--- src/rtl/epc_pkg.sv ---
// ----------------------------------------------------------------------------
// Encoder axis position controller: shared package
// Types, widths, constants and field offsets for the controller and its
// port checker.
// ----------------------------------------------------------------------------
package epc_pkg;

	localparam int REVOLUTION_BITS  = 8;
	localparam int TARGET_FRAC_BITS = 4;

	localparam int DUTY_W    = 16;
	localparam int TOL_W     = 8;
	localparam int TARGET_W  = 18;
	localparam int COUNT_W   = 16;
	localparam int POS_OUT_W = 13;
	localparam int QUOT_W    = 5;

	localparam int POS_W     = REVOLUTION_BITS + QUOT_W;
	localparam int SHIFTED_W = POS_W + TARGET_FRAC_BITS;
	localparam int ERR_W     = ((TARGET_W > SHIFTED_W + 1) ? TARGET_W : SHIFTED_W + 1) + 1;

	localparam logic [COUNT_W-1:0] WRAP_HIGH = 16'd61680;
	localparam logic [COUNT_W-1:0] WRAP_LOW  = 16'd3855;
	localparam int                 MM_PER_REV_SHIFT = 4;

	// Reciprocal of 3855 scaled by 2**28; exact floor over the whole 16-bit range.
	localparam int                 RECIP_W     = 17;
	localparam logic [RECIP_W-1:0] RECIP_MUL   = 17'd69634;
	localparam int                 RECIP_SHIFT = 28;
	localparam int                 PROD_W      = COUNT_W + RECIP_W;

	localparam logic [DUTY_W-1:0] DUTY_RESET = 16'd130;
	localparam logic [TOL_W-1:0]  TOL_RESET  = 8'd24;

	localparam int CFG_ADDR_W = 1;
	localparam int CFG_DATA_W = 16;

	localparam int OP_W        = 2;
	localparam int IN_TDATA_W  = 40;
	localparam int OUT_TDATA_W = 40;

	localparam int IN_TARGET_LSB = 0;
	localparam int IN_COUNT_LSB  = IN_TARGET_LSB + TARGET_W;
	localparam int IN_SWITCH_BIT = IN_COUNT_LSB + COUNT_W;

	localparam int OUT_PWM_LSB   = 0;
	localparam int OUT_HOME_BIT  = OUT_PWM_LSB + DUTY_W;
	localparam int OUT_ENA_BIT   = OUT_HOME_BIT + 1;
	localparam int OUT_POS_LSB   = OUT_ENA_BIT + 1;
	localparam int OUT_DONE_BIT  = OUT_POS_LSB + POS_OUT_W;
	localparam int OUT_CLEAR_BIT = OUT_DONE_BIT + 1;
	localparam int OUT_BUSY_BIT  = OUT_CLEAR_BIT + 1;
	localparam int OUT_USED_W    = OUT_BUSY_BIT + 1;

	typedef enum logic [1:0] {
		MODE_IDLE,
		MODE_HOMING,
		MODE_MOVING
	} mode_t;

	typedef enum logic [OP_W-1:0] {
		OP_HOME,
		OP_MOVE,
		OP_TICK
	} opcode_t;

	typedef enum logic [CFG_ADDR_W-1:0] {
		CFG_DRIVE_DUTY,
		CFG_TOLERANCE
	} cfg_addr_t;

	typedef struct packed {
		logic [OP_W-1:0]            opcode;
		logic signed [TARGET_W-1:0] target;
		logic [QUOT_W-1:0]          quot;
		logic                       above_high;
		logic                       below_low;
		logic                       home_switch;
	} item_t;

endpackage

--- src/rtl/encoder_axis_position_controller_unit.sv ---
// ----------------------------------------------------------------------------
// Encoder axis position controller
// Bang-bang single-axis controller working from a 16-bit quadrature count.
// ----------------------------------------------------------------------------
// Commands and encoder samples arrive on the s_axis channel, one transfer per
// item: tuser carries the opcode (home, move, tick) and tdata the move target,
// the encoder count and the home switch. Every item yields exactly one
// transfer on m_axis with the drive outputs, the position in millimetres and
// the done, clear-count and busy flags.
// The configuration port writes the drive duty and the stop tolerance. The user
// must write it only while no item is in flight; the block does not enforce it.
// An accepted item is held in the input register, evaluated combinationally
// against the controller state and placed in the output register when that
// register is free. One item is accepted per cycle for as long as the receiver
// keeps up; the encoder count is divided by the counts per millimetre with a
// reciprocal multiply ahead of the input register.
// When the receiver stalls, the output register holds its transfer and the
// input register still takes one further item before s_axis_tready falls.
// Reset empties both registers, returns the controller to idle with zero
// revolutions and an armed wrap detector, and restores the register defaults.
// ----------------------------------------------------------------------------
module encoder_axis_position_controller_unit (
	input  logic                                  clk,
	input  logic                                  arst_n,
	input  logic                                  s_axis_tvalid,
	output logic                                  s_axis_tready,
	// target_pos [17:0], encoder_count [33:18], home_switch [34], zero [39:35]
	input  logic [epc_pkg::IN_TDATA_W-1:0]        s_axis_tdata,
	// opcode [1:0]
	input  logic [epc_pkg::OP_W-1:0]              s_axis_tuser,
	output logic                                  m_axis_tvalid,
	input  logic                                  m_axis_tready,
	// pwm_compare [15:0], toward_home [16], motor_enable [17], position_mm [30:18],
	// done_res [31], clear_count [32], busy_res [33], zero [39:34]
	output logic [epc_pkg::OUT_TDATA_W-1:0]       m_axis_tdata,
	input  logic                                  cfg_we,
	input  logic [epc_pkg::CFG_ADDR_W-1:0]        cfg_addr,
	input  logic [epc_pkg::CFG_DATA_W-1:0]        cfg_wdata
);

	logic [epc_pkg::DUTY_W-1:0]          drive_duty_q;
	logic [epc_pkg::TOL_W-1:0]           tolerance_q;
	epc_pkg::mode_t                      mode_q, mode_d;
	logic signed [epc_pkg::TARGET_W-1:0] target_q, target_d;
	logic [epc_pkg::REVOLUTION_BITS-1:0] revs_q, revs_d;
	logic                                armed_q, armed_d;
	logic                                dir_home_q, dir_home_d;

	epc_pkg::item_t                      item_in;
	epc_pkg::item_t                      item_s1;
	logic                                valid_s1;
	logic                                valid_s2;
	logic [epc_pkg::OUT_TDATA_W-1:0]     tdata_s2;
	logic [epc_pkg::OUT_TDATA_W-1:0]     tdata_next;

	logic                                out_free;
	logic                                advance;
	logic                                accept;

	logic [epc_pkg::COUNT_W-1:0]         count_in;
	logic [epc_pkg::PROD_W-1:0]          quot_prod;

	logic signed [epc_pkg::TARGET_W-1:0] eval_target;
	logic [epc_pkg::POS_W-1:0]           pos_full;
	logic [epc_pkg::SHIFTED_W-1:0]       pos_shifted;
	logic signed [epc_pkg::ERR_W-1:0]    err;
	logic [epc_pkg::ERR_W-1:0]           err_mag;
	logic                                in_window;
	logic                                done;
	logic                                clear;
	logic                                pos_zero;
	logic                                driving;
	logic [epc_pkg::POS_W+epc_pkg::POS_OUT_W-1:0] pos_wide;
	logic [epc_pkg::POS_OUT_W-1:0]       pos_out;

	assign out_free      = !valid_s2 || m_axis_tready;
	assign advance       = valid_s1 && out_free;
	assign s_axis_tready = !valid_s1 || out_free;
	assign accept        = s_axis_tvalid && s_axis_tready;

	assign m_axis_tvalid = valid_s2;
	assign m_axis_tdata  = tdata_s2;

	assign count_in  = s_axis_tdata[epc_pkg::IN_COUNT_LSB +: epc_pkg::COUNT_W];
	assign quot_prod = epc_pkg::PROD_W'(count_in) * epc_pkg::PROD_W'(epc_pkg::RECIP_MUL);

	always_comb begin
		item_in.opcode      = s_axis_tuser;
		item_in.target      = s_axis_tdata[epc_pkg::IN_TARGET_LSB +: epc_pkg::TARGET_W];
		item_in.quot        = epc_pkg::QUOT_W'(quot_prod >> epc_pkg::RECIP_SHIFT);
		item_in.above_high  = count_in > epc_pkg::WRAP_HIGH;
		item_in.below_low   = count_in < epc_pkg::WRAP_LOW;
		item_in.home_switch = s_axis_tdata[epc_pkg::IN_SWITCH_BIT];
	end

	always_ff @(posedge clk or negedge arst_n) begin
		if (!arst_n) begin
			drive_duty_q <= epc_pkg::DUTY_RESET;
			tolerance_q  <= epc_pkg::TOL_RESET;
		end else if (cfg_we) begin
			case (cfg_addr)
				epc_pkg::CFG_DRIVE_DUTY: drive_duty_q <= cfg_wdata[epc_pkg::DUTY_W-1:0];
				epc_pkg::CFG_TOLERANCE:  tolerance_q  <= cfg_wdata[epc_pkg::TOL_W-1:0];
				default: ;
			endcase
		end
	end

	// Revs, wrap tracked only on moving ticks; a homing switch tick clears revs.
	always_comb begin
		revs_d  = revs_q;
		armed_d = armed_q;
		if (item_s1.opcode == epc_pkg::OP_TICK && mode_q == epc_pkg::MODE_MOVING) begin
			if (!dir_home_q) begin
				if (item_s1.above_high && armed_q) begin
					armed_d = 1'b0;
				end else if (item_s1.below_low && !armed_q) begin
					armed_d = 1'b1;
					revs_d  = revs_q + 1'b1;
				end
			end else begin
				if (item_s1.below_low) begin
					armed_d = 1'b0;
				end else if (item_s1.above_high && !armed_q) begin
					armed_d = 1'b1;
					revs_d  = revs_q - 1'b1;
				end
			end
		end else if (item_s1.opcode == epc_pkg::OP_TICK && mode_q == epc_pkg::MODE_HOMING
				&& item_s1.home_switch) begin
			revs_d = '0;
		end
	end

	assign pos_full = (epc_pkg::POS_W'(revs_d) << epc_pkg::MM_PER_REV_SHIFT)
		+ epc_pkg::POS_W'(revs_d) + epc_pkg::POS_W'(item_s1.quot);
	assign pos_shifted = epc_pkg::SHIFTED_W'(pos_full) << epc_pkg::TARGET_FRAC_BITS;
	assign eval_target = (item_s1.opcode == epc_pkg::OP_MOVE) ? item_s1.target : target_q;
	assign err       = epc_pkg::ERR_W'(eval_target) - $signed(epc_pkg::ERR_W'(pos_shifted));
	assign err_mag   = err[epc_pkg::ERR_W-1] ? epc_pkg::ERR_W'(-err) : epc_pkg::ERR_W'(err);
	assign in_window = err_mag <= epc_pkg::ERR_W'(tolerance_q);

	// Next controller state.
	always_comb begin
		mode_d     = mode_q;
		target_d   = target_q;
		dir_home_d = dir_home_q;
		done       = 1'b0;
		clear      = 1'b0;
		pos_zero   = 1'b0;
		case (item_s1.opcode)
			epc_pkg::OP_HOME: begin
				mode_d     = epc_pkg::MODE_HOMING;
				dir_home_d = 1'b1;
			end
			epc_pkg::OP_MOVE: begin
				target_d = item_s1.target;
				if (in_window) begin
					mode_d = epc_pkg::MODE_IDLE;
					done   = 1'b1;
				end else begin
					mode_d     = epc_pkg::MODE_MOVING;
					dir_home_d = err[epc_pkg::ERR_W-1];
				end
			end
			epc_pkg::OP_TICK: begin
				case (mode_q)
					epc_pkg::MODE_HOMING: begin
						dir_home_d = 1'b1;
						if (item_s1.home_switch) begin
							mode_d   = epc_pkg::MODE_IDLE;
							done     = 1'b1;
							clear    = 1'b1;
							pos_zero = 1'b1;
						end
					end
					epc_pkg::MODE_MOVING: begin
						if (in_window) begin
							mode_d = epc_pkg::MODE_IDLE;
							done   = 1'b1;
						end else begin
							dir_home_d = err[epc_pkg::ERR_W-1];
						end
					end
					default: ;
				endcase
			end
			default: ;
		endcase
	end

	// Result item.
	always_comb begin
		driving  = (mode_d == epc_pkg::MODE_HOMING) || (mode_d == epc_pkg::MODE_MOVING);
		pos_wide = pos_zero ? '0 : (epc_pkg::POS_W + epc_pkg::POS_OUT_W)'(pos_full);
		pos_out  = pos_wide[epc_pkg::POS_OUT_W-1:0];
		tdata_next = '0;
		tdata_next[epc_pkg::OUT_PWM_LSB +: epc_pkg::DUTY_W] = driving ? drive_duty_q : '0;
		tdata_next[epc_pkg::OUT_HOME_BIT]                   = dir_home_d;
		tdata_next[epc_pkg::OUT_ENA_BIT]                    = driving;
		tdata_next[epc_pkg::OUT_POS_LSB +: epc_pkg::POS_OUT_W] = pos_out;
		tdata_next[epc_pkg::OUT_DONE_BIT]                   = done;
		tdata_next[epc_pkg::OUT_CLEAR_BIT]                  = clear;
		tdata_next[epc_pkg::OUT_BUSY_BIT]                   = driving;
	end

	always_ff @(posedge clk or negedge arst_n) begin
		if (!arst_n) begin
			mode_q     <= epc_pkg::MODE_IDLE;
			target_q   <= '0;
			revs_q     <= '0;
			armed_q    <= 1'b1;
			dir_home_q <= 1'b0;
		end else if (advance) begin
			mode_q     <= mode_d;
			target_q   <= target_d;
			revs_q     <= revs_d;
			armed_q    <= armed_d;
			dir_home_q <= dir_home_d;
		end
	end

	always_ff @(posedge clk or negedge arst_n) begin
		if (!arst_n) begin
			valid_s1 <= 1'b0;
			valid_s2 <= 1'b0;
		end else begin
			if (accept) begin
				valid_s1 <= 1'b1;
			end else if (advance) begin
				valid_s1 <= 1'b0;
			end
			if (advance) begin
				valid_s2 <= 1'b1;
			end else if (m_axis_tready) begin
				valid_s2 <= 1'b0;
			end
		end
	end

	always_ff @(posedge clk) begin
		if (accept) begin
			item_s1 <= item_in;
		end
		if (advance) begin
			tdata_s2 <= tdata_next;
		end
	end

endmodule

--- config.mk ---
export PLATFORM = sky130hd
export DESIGN_NAME = encoder_axis_position_controller_unit
export DESIGN_NICKNAME = d
export VERILOG_FILES = /design/src/rtl/epc_pkg.sv /design/src/rtl/encoder_axis_position_controller_unit.sv
export SDC_FILE = /design/constraint.sdc
export NUM_CORES = 1
export LEC_CHECK = 0
export BUFFER_PORTS_ARGS = -buffer_cell sky130_fd_sc_hd__clkbuf_2
export CAP_MARGIN = 10
export CORE_MARGIN = 1
export CORE_UTILIZATION = 34
export CTS_CLUSTER_DIAMETER = 120
export CTS_CLUSTER_SIZE = 10
export DETAILED_ROUTE_END_ITERATION = 8
export GPL_TIMING_DRIVEN = 1
export PLACE_DENSITY_LB_ADDON = 0.25
export SLEW_MARGIN = 0
export SYNTH_ARGS = -nofsm -noshare
export SYNTH_HDL_FRONTEND = slang
export SYNTH_SLANG_ARGS = --single-unit
--- constraint.sdc ---
create_clock -name clk -period 8.5 [get_ports clk]
set_input_delay 0 -clock clk [delete_from_list [all_inputs] [get_ports clk]]
set_output_delay 0 -clock clk [all_outputs]
set_load 0.1 [all_outputs]
======== Word level (Yosys, flattened, before mapping) ========
Index checks and enable logic that the tools add are counted.
W data, S select, Z words.
cells by class
  add/sub/neg operators ................... 6
  multipliers ............................. 1
  magnitude comparators ................... 3
  equal/unequal tests ..................... 7
  multiplexer cells ....................... 32
  bitwise operators ....................... 1
  reduce and logical (&&, ||, !) cells .... 21
operators by type and width
  kind                      count
  $mux W8                   7
  $mul A16 B16 Y32 const B  1
  $le A19 B8 Y1             1
  $mux W19                  1
  $neg A19 Y19              1
  $sub A18 B18 Y19          1
  $mux W18                  1
  $gt A16 B16 Y1 const B    1
  $lt A16 B12 Y1 const B    1
  $mux W1                   14
  $add A12 B8 Y13           1
  $add A13 B5 Y13           1
  $add A8 B1 Y8 const B     1
  $logic_and A1 B1 Y1       8
  $sub A8 B1 Y8 const B     1
  $eq A2 B1 Y1 const B      3
  $eq A2 B2 Y1 const B      3
  $mux W2                   3
  $pmux W1 S2               3
  $pmux W2 S3               1
  $pmux W2 S2               1
  $reduce_and A2 Y1         2
  $reduce_and A4 Y1         1
  $reduce_bool A2 Y1        2
  other kinds (7)           11
word-level totals
  bits in registers ....................... 118
  input port bits ......................... 64
  output and inout bits ................... 42
  word-level logic and storage cells ...... 89

======== Longest topological paths before layout ========
  word-level depth ........................ 17
  mapped depth ............................ 45
  depth with buffers taken out ............ 41

======== Worst setup path after synthesis ========
No wires, ideal clock.
  kind .................................... reg-to-reg
  from .................................... register item_s1[26] in the netlist's numbering
  to ...................................... register tdata_s2, in the netlist m_axis_tdata[10] (data pin)
  library setup time ...................... 0.258 ns
  arrival time ............................ 8.017 ns
  data required time ...................... 8.242 ns
  slack ................................... 0.225 ns
  cell stages (with the launch flop) ...... 42
  buffers on the path ..................... 5
  cells stage by stage .................... edfxtp_1 inv_1 ha_1 buf_2 and2_1 clkbuf_1 o21ai_0 a21oi_1 mux2i_1 ha_1 ha_1 a21o_1 a21oi_1 o21bai_1 a21oi_1 o21bai_1 a21oi_1 xor2_1 [... 6 more ...] nor3_1 a21o_1 buf_2 o21ai_0 ha_1 nor2b_1 o21a_1 o21a_1 o21a_1 o21ai_0 a21oi_1 nor3_1 a22oi_1 a2111oi_2 nand4_1 a21oi_2 buf_4 nor3b_2
between the ends
  word-level cells in the longest chain between the ends .. 16
ends and longest elaborated chain
  what                                                 line                                                                                        RTL
  from (decl)                                          encoder_axis_position_controller_unit.sv:50                                                 epc_pkg::item_t item_s1;
  from (signal assigned)                               encoder_axis_position_controller_unit.sv:243                                                item_s1 <= item_in;
  $eq A2 B2 Y1 (*)                                     encoder_axis_position_controller_unit.sv:113, encoder_axis_position_controller_unit.sv:129
  $logic_and A1 B1 Y1                                  encoder_axis_position_controller_unit.sv:129                                                end else if (item_s1.opcode == epc_pkg::OP_TICK && mode_q == epc_pkg::MODE_HOMING
  $logic_and A1 B1 Y1                                  encoder_axis_position_controller_unit.sv:130                                                && item_s1.home_switch) begin
  $mux W8                                              encoder_axis_position_controller_unit.sv:129
  $mux W8 (*)                                          encoder_axis_position_controller_unit.sv:113                                                if (item_s1.opcode == epc_pkg::OP_TICK && mode_q == epc_pkg::MODE_MOVING) begin
  named net revs_d, one bit                            encoder_axis_position_controller_unit.sv:45                                                 logic [epc_pkg::REVOLUTION_BITS-1:0] revs_q, revs_d;
  $add A12 B8 Y13 (*)                                  encoder_axis_position_controller_unit.sv:136                                                + epc_pkg::POS_W'(revs_d) + epc_pkg::POS_W'(item_s1.quot);
  $add A13 B5 Y13 (*)                                  encoder_axis_position_controller_unit.sv:136
  $sub A18 B18 Y19 (*)                                 encoder_axis_position_controller_unit.sv:139                                                assign err = epc_pkg::ERR_W'(eval_target) - $signed(epc_pkg::ERR_W'(pos_shifted));
  $neg A19 Y19                                         encoder_axis_position_controller_unit.sv:140                                                assign err_mag = err[epc_pkg::ERR_W-1] ? epc_pkg::ERR_W'(-err) : epc_pkg::ERR_W'(err);
  $mux W19 (*)                                         encoder_axis_position_controller_unit.sv:140
  $le A19 B8 Y1 (*)                                    encoder_axis_position_controller_unit.sv:141                                                assign in_window = err_mag <= epc_pkg::ERR_W'(tolerance_q);
  $mux W2                                              encoder_axis_position_controller_unit.sv:178                                                if (in_window) begin
  $pmux W2 S2                                          encoder_axis_position_controller_unit.sv:167                                                case (mode_q)
  $pmux W2 S3 (*)                                      encoder_axis_position_controller_unit.sv:151                                                case (item_s1.opcode)
  $eq A2 B1 Y1 / $eq A2 B2 Y1 (equally long branches)  encoder_axis_position_controller_unit.sv:194                                                driving = (mode_d == epc_pkg::MODE_HOMING) || (mode_d == epc_pkg::MODE_MOVING);
  $logic_or A1 B1 Y1 (*)                               encoder_axis_position_controller_unit.sv:194
  to (signal assigned)                                 encoder_axis_position_controller_unit.sv:246                                                tdata_s2 <= tdata_next;
  to (decl)                                            encoder_axis_position_controller_unit.sv:53                                                 logic [epc_pkg::OUT_TDATA_W-1:0] tdata_s2;
Mark *: on every way through the listed nets, which the timed path passes. The rest lies on a longest branch.
A chain may end at the register's enable or synchronous reset.

======== Worst setup path in the final report ========
  from .................................... register item_s1[26] in the netlist's numbering
  to ...................................... register tdata_s2, in the netlist m_axis_tdata[15] (data pin)
Same word-level chain as after synthesis.

==> out/summary.txt <==
# H-tree levels: 4
total grt overflow: 0
DP Worst Slack: 0.0111 ns
Crit. Startpoint: item_s1[26]
Worst Skew: 0.0103 ns
Min Hold Slack: 0.0244 ns
ys flop type: edfxtp_1
CTS tree: built
Detail Placement HPWL: 14.9 mm
port bufs: 94
Final Hold Fails: 0
Seq/Total Area, Yosys: 0.377
full die area: 25900 µm²
Max clock buf depth: 2
Final Util: 0.443
status: completed
Final Max Slew Viols: 0
CP endpoint kind: flip-flop
chip width: 161 µm
Mapped Cells: 802
static leakage: 4.82 nW
Cell Rows: 57
Synth Area in XOR/XNOR: 0.0271
CP arrival: 8.15 ns
most frequent CP cell: ha_1
vias post-DR: 6696
DR vias/cell: 5.09
Reg clk slew, reported paths: 0.06 ns
number of CTS-inserted buffers: 17
Final Power: 3.82 mW
Initial Util: 0.351
TritonCTS Sinks: 117
worst min path class: in2reg
first-pass GRT wire length: 32.5 mm
Crit Reg-Reg Startpoint: item_s1[26]
cell taking the most area after synthesis: edfxtp_1
worst-margin pin slew: 1.03 ns
Post-synth EDFFs: 61
vias in the first global route: 6727
setup ws final: 0.610 ns
first-pass iteration count of the detailed router: 4
clk_lat worst skew: 0.42 ns
Max Fclk: 127 MHz
minimum clock period: 7.89 ns
core area: 24500 µm²
count leader, synth: ha_1
CP required: 8.76 ns
Final setup viols: 0
Post-synth top cells: ha_1, edfxtp_1, nand2_1, dfrtp_1, nor2_1
routed wirelength normalized by instance count: 15.1 µm
Slowest cell on crit path: fa_1
yosys warns: 0
post-synthesis adder-cell area fraction: 0.192
CP Class: reg2reg
largest net degree at the start of global routing: 57
period utilisation layout: 0.928
maximum vdd drop: 0.192 mV
synth unique cells: 85
layout cell share with drive strength beyond 1: 0.284
Net count, final: 1173
number of max-cap violations: 0
Synth Area in Simple Gates: 0.166
crit start category: flip-flop
max_slew headroom: 0.308
fill count: 2349
synth top area cells: edfxtp_1, ha_1, dfrtp_1
Die Ht: 161 µm
diode count: 0
GRT Util Overall: 0.158
power per cell area: 351 nW/µm²
mapped cell area: 8600 µm²
GPL Wtd Cong: 0.883
multi-input combinational cell area: 5190 µm²
mux cell area share after synthesis: 0.0807
initial antenna violation count: 0
synthesized flop and latch total: 117
Worst path max stage delay: 0.50 ns
residual DRC count: 0
compound-gate portion of the synthesized area: 0.121
Non-Filler Instances: 1316
Clk Tree Root Cell: clkbuf_16
Synth top area share: 0.213
IO Count: 106
asr flop ratio synth: 0.479
flip-flop and latch area: 3240 µm²
Area Overhead vs Synth: 26.4%
min-delay src: s_axis_tdata[19]
Initial DRC Count: 263
Worst Path Max Fanout: 17
post-route ant nets: 0
main combinational cell family by area after synthesis: adder cells
syn avg cell area: 10.7 µm²
Total Wirelength: 19.9 mm
placed insts: 1239
==> report_power, final <==
group | internal, mW | switching, mW
Combinational | 0.860 | 1.39
Clock | 0.468 | 0.288
Sequential | 0.738 | 0.0690
==> worst max-delay path, delay by kind of cell, from the launching register on <==
| kind | cells | cell delay (ns) |
|---|---|---|
| xor gates and xnor gates | 1 | 0.16 |
| DFF | 1 | 0.41 |
| and+or+nand+nor | 13 | 1.71 |
| AOI/OAI and AO/OA | 16 | 2.91 |
| adders and majority gates | 5 | 1.60 |
| buffers and inverters | 6 | 0.89 |
==> through the flow <==
| step | setup TNS, ns | instance area [µm²] |
|---|---|---|
| floorplan | 0 | 8620 |
| global placement | 0 | 9680 |
| detailed placement | 0 | 9680 |
| CTS | 0 | 10700 |
| global route | -0.0292 | 10900 |
| finish | 0 | 10900 |
==> cell families (layout without fill, tap and decap cells) <==
kind of cell             after synthesis  after routing
flip-flops                           117            117
XOR/XNOR                              25             25
other                                  1              6
AND/OR/NAND/NOR                      251            251
multiplexers                          62             62
adder cells (fa/ha/maj)              130            130
AO/OA/AOI/OAI                        149            149
buffers and inverters                 67            252
==> metal layers <==
metal / global-route usage / share of wire
met5: 0 / 0
met4: 0.0472 / 0.015
met2: 0.285 / 0.51
met1: 0.188 / 0.45
met3: 0.0308 / 0.026
==> final cells by class <==
class / count / area share
Sequential cell: 117 / 0.298
Timing Repair Buffer: 184 / 0.118
Multi-Input combinational cell: 623 / 0.478
Clock buffer: 17 / 0.0391
Inverter: 36 / 0.0124
Clock inverter: 15 / 0.0178
Tap cell: 324 / 0.0373
==> cell usage in the layout, fill, tap and decap left out, types with 10 or more instances in the layout <==
cell type      Yosys  routed
ha_1             127     127
clkbuf_16          0      17
nor3b_1           11      11
dlygate4sd3_1      0      43
o21ai_0           34      32
nand4_1           15      15
a21oi_1           31      23
nor3_1            15      11
inv_1             35      34
dfrtp_1           51      51
buf_4              8      45
xnor2_1           16      14
nor2_1            50      48
nand2_1           59      59
nor3b_2           10      10
mux2_2            49      49
clkbuf_2           0      94
nand2b_1          13      13
edfxtp_1          61      61
mux2i_1           12      10
==> registers in the layout (all words and copies together) (netlist names) <==
signal         cells
m_axis_tdata      33
item_s1           28
target_q          18
drive_duty_q      16
revs_q             8
tolerance_q        8
mode_q             2
armed_q            1
dir_home_q         1
m_axis_tvalid      1
valid_s1           1
==> path summary, 6_finish.rpt <==
path | to | slack [ns] | depth (start not counted)
max | m_axis_tdata[15] | 0.61 | 41
min | item_s1[2] | 0.02 | 3
max reg2reg | m_axis_tdata[15] | 0.61 | 41
min reg2reg | target_q[17] | 0.48 | 2
max in group asynchronous | drive_duty_q[2] | 7.67 | 3
min in group asynchronous | target_q[14] | 0.28 | 3
==> timing repair <==
| action | 4_1_cts | 5_1_grt |
|---|---|---|
| endpoints found under the hold margin | 99 | 0 |
| endpoints found under the setup margin | 7 | 22 |
| pin swaps | 0 | 2 |
| resized for setup | 1 | 27 |
| buffers inserted | 0 | 2 |
| hold buffers | 43 | 0 |
(Power assumes the default switching activity.)
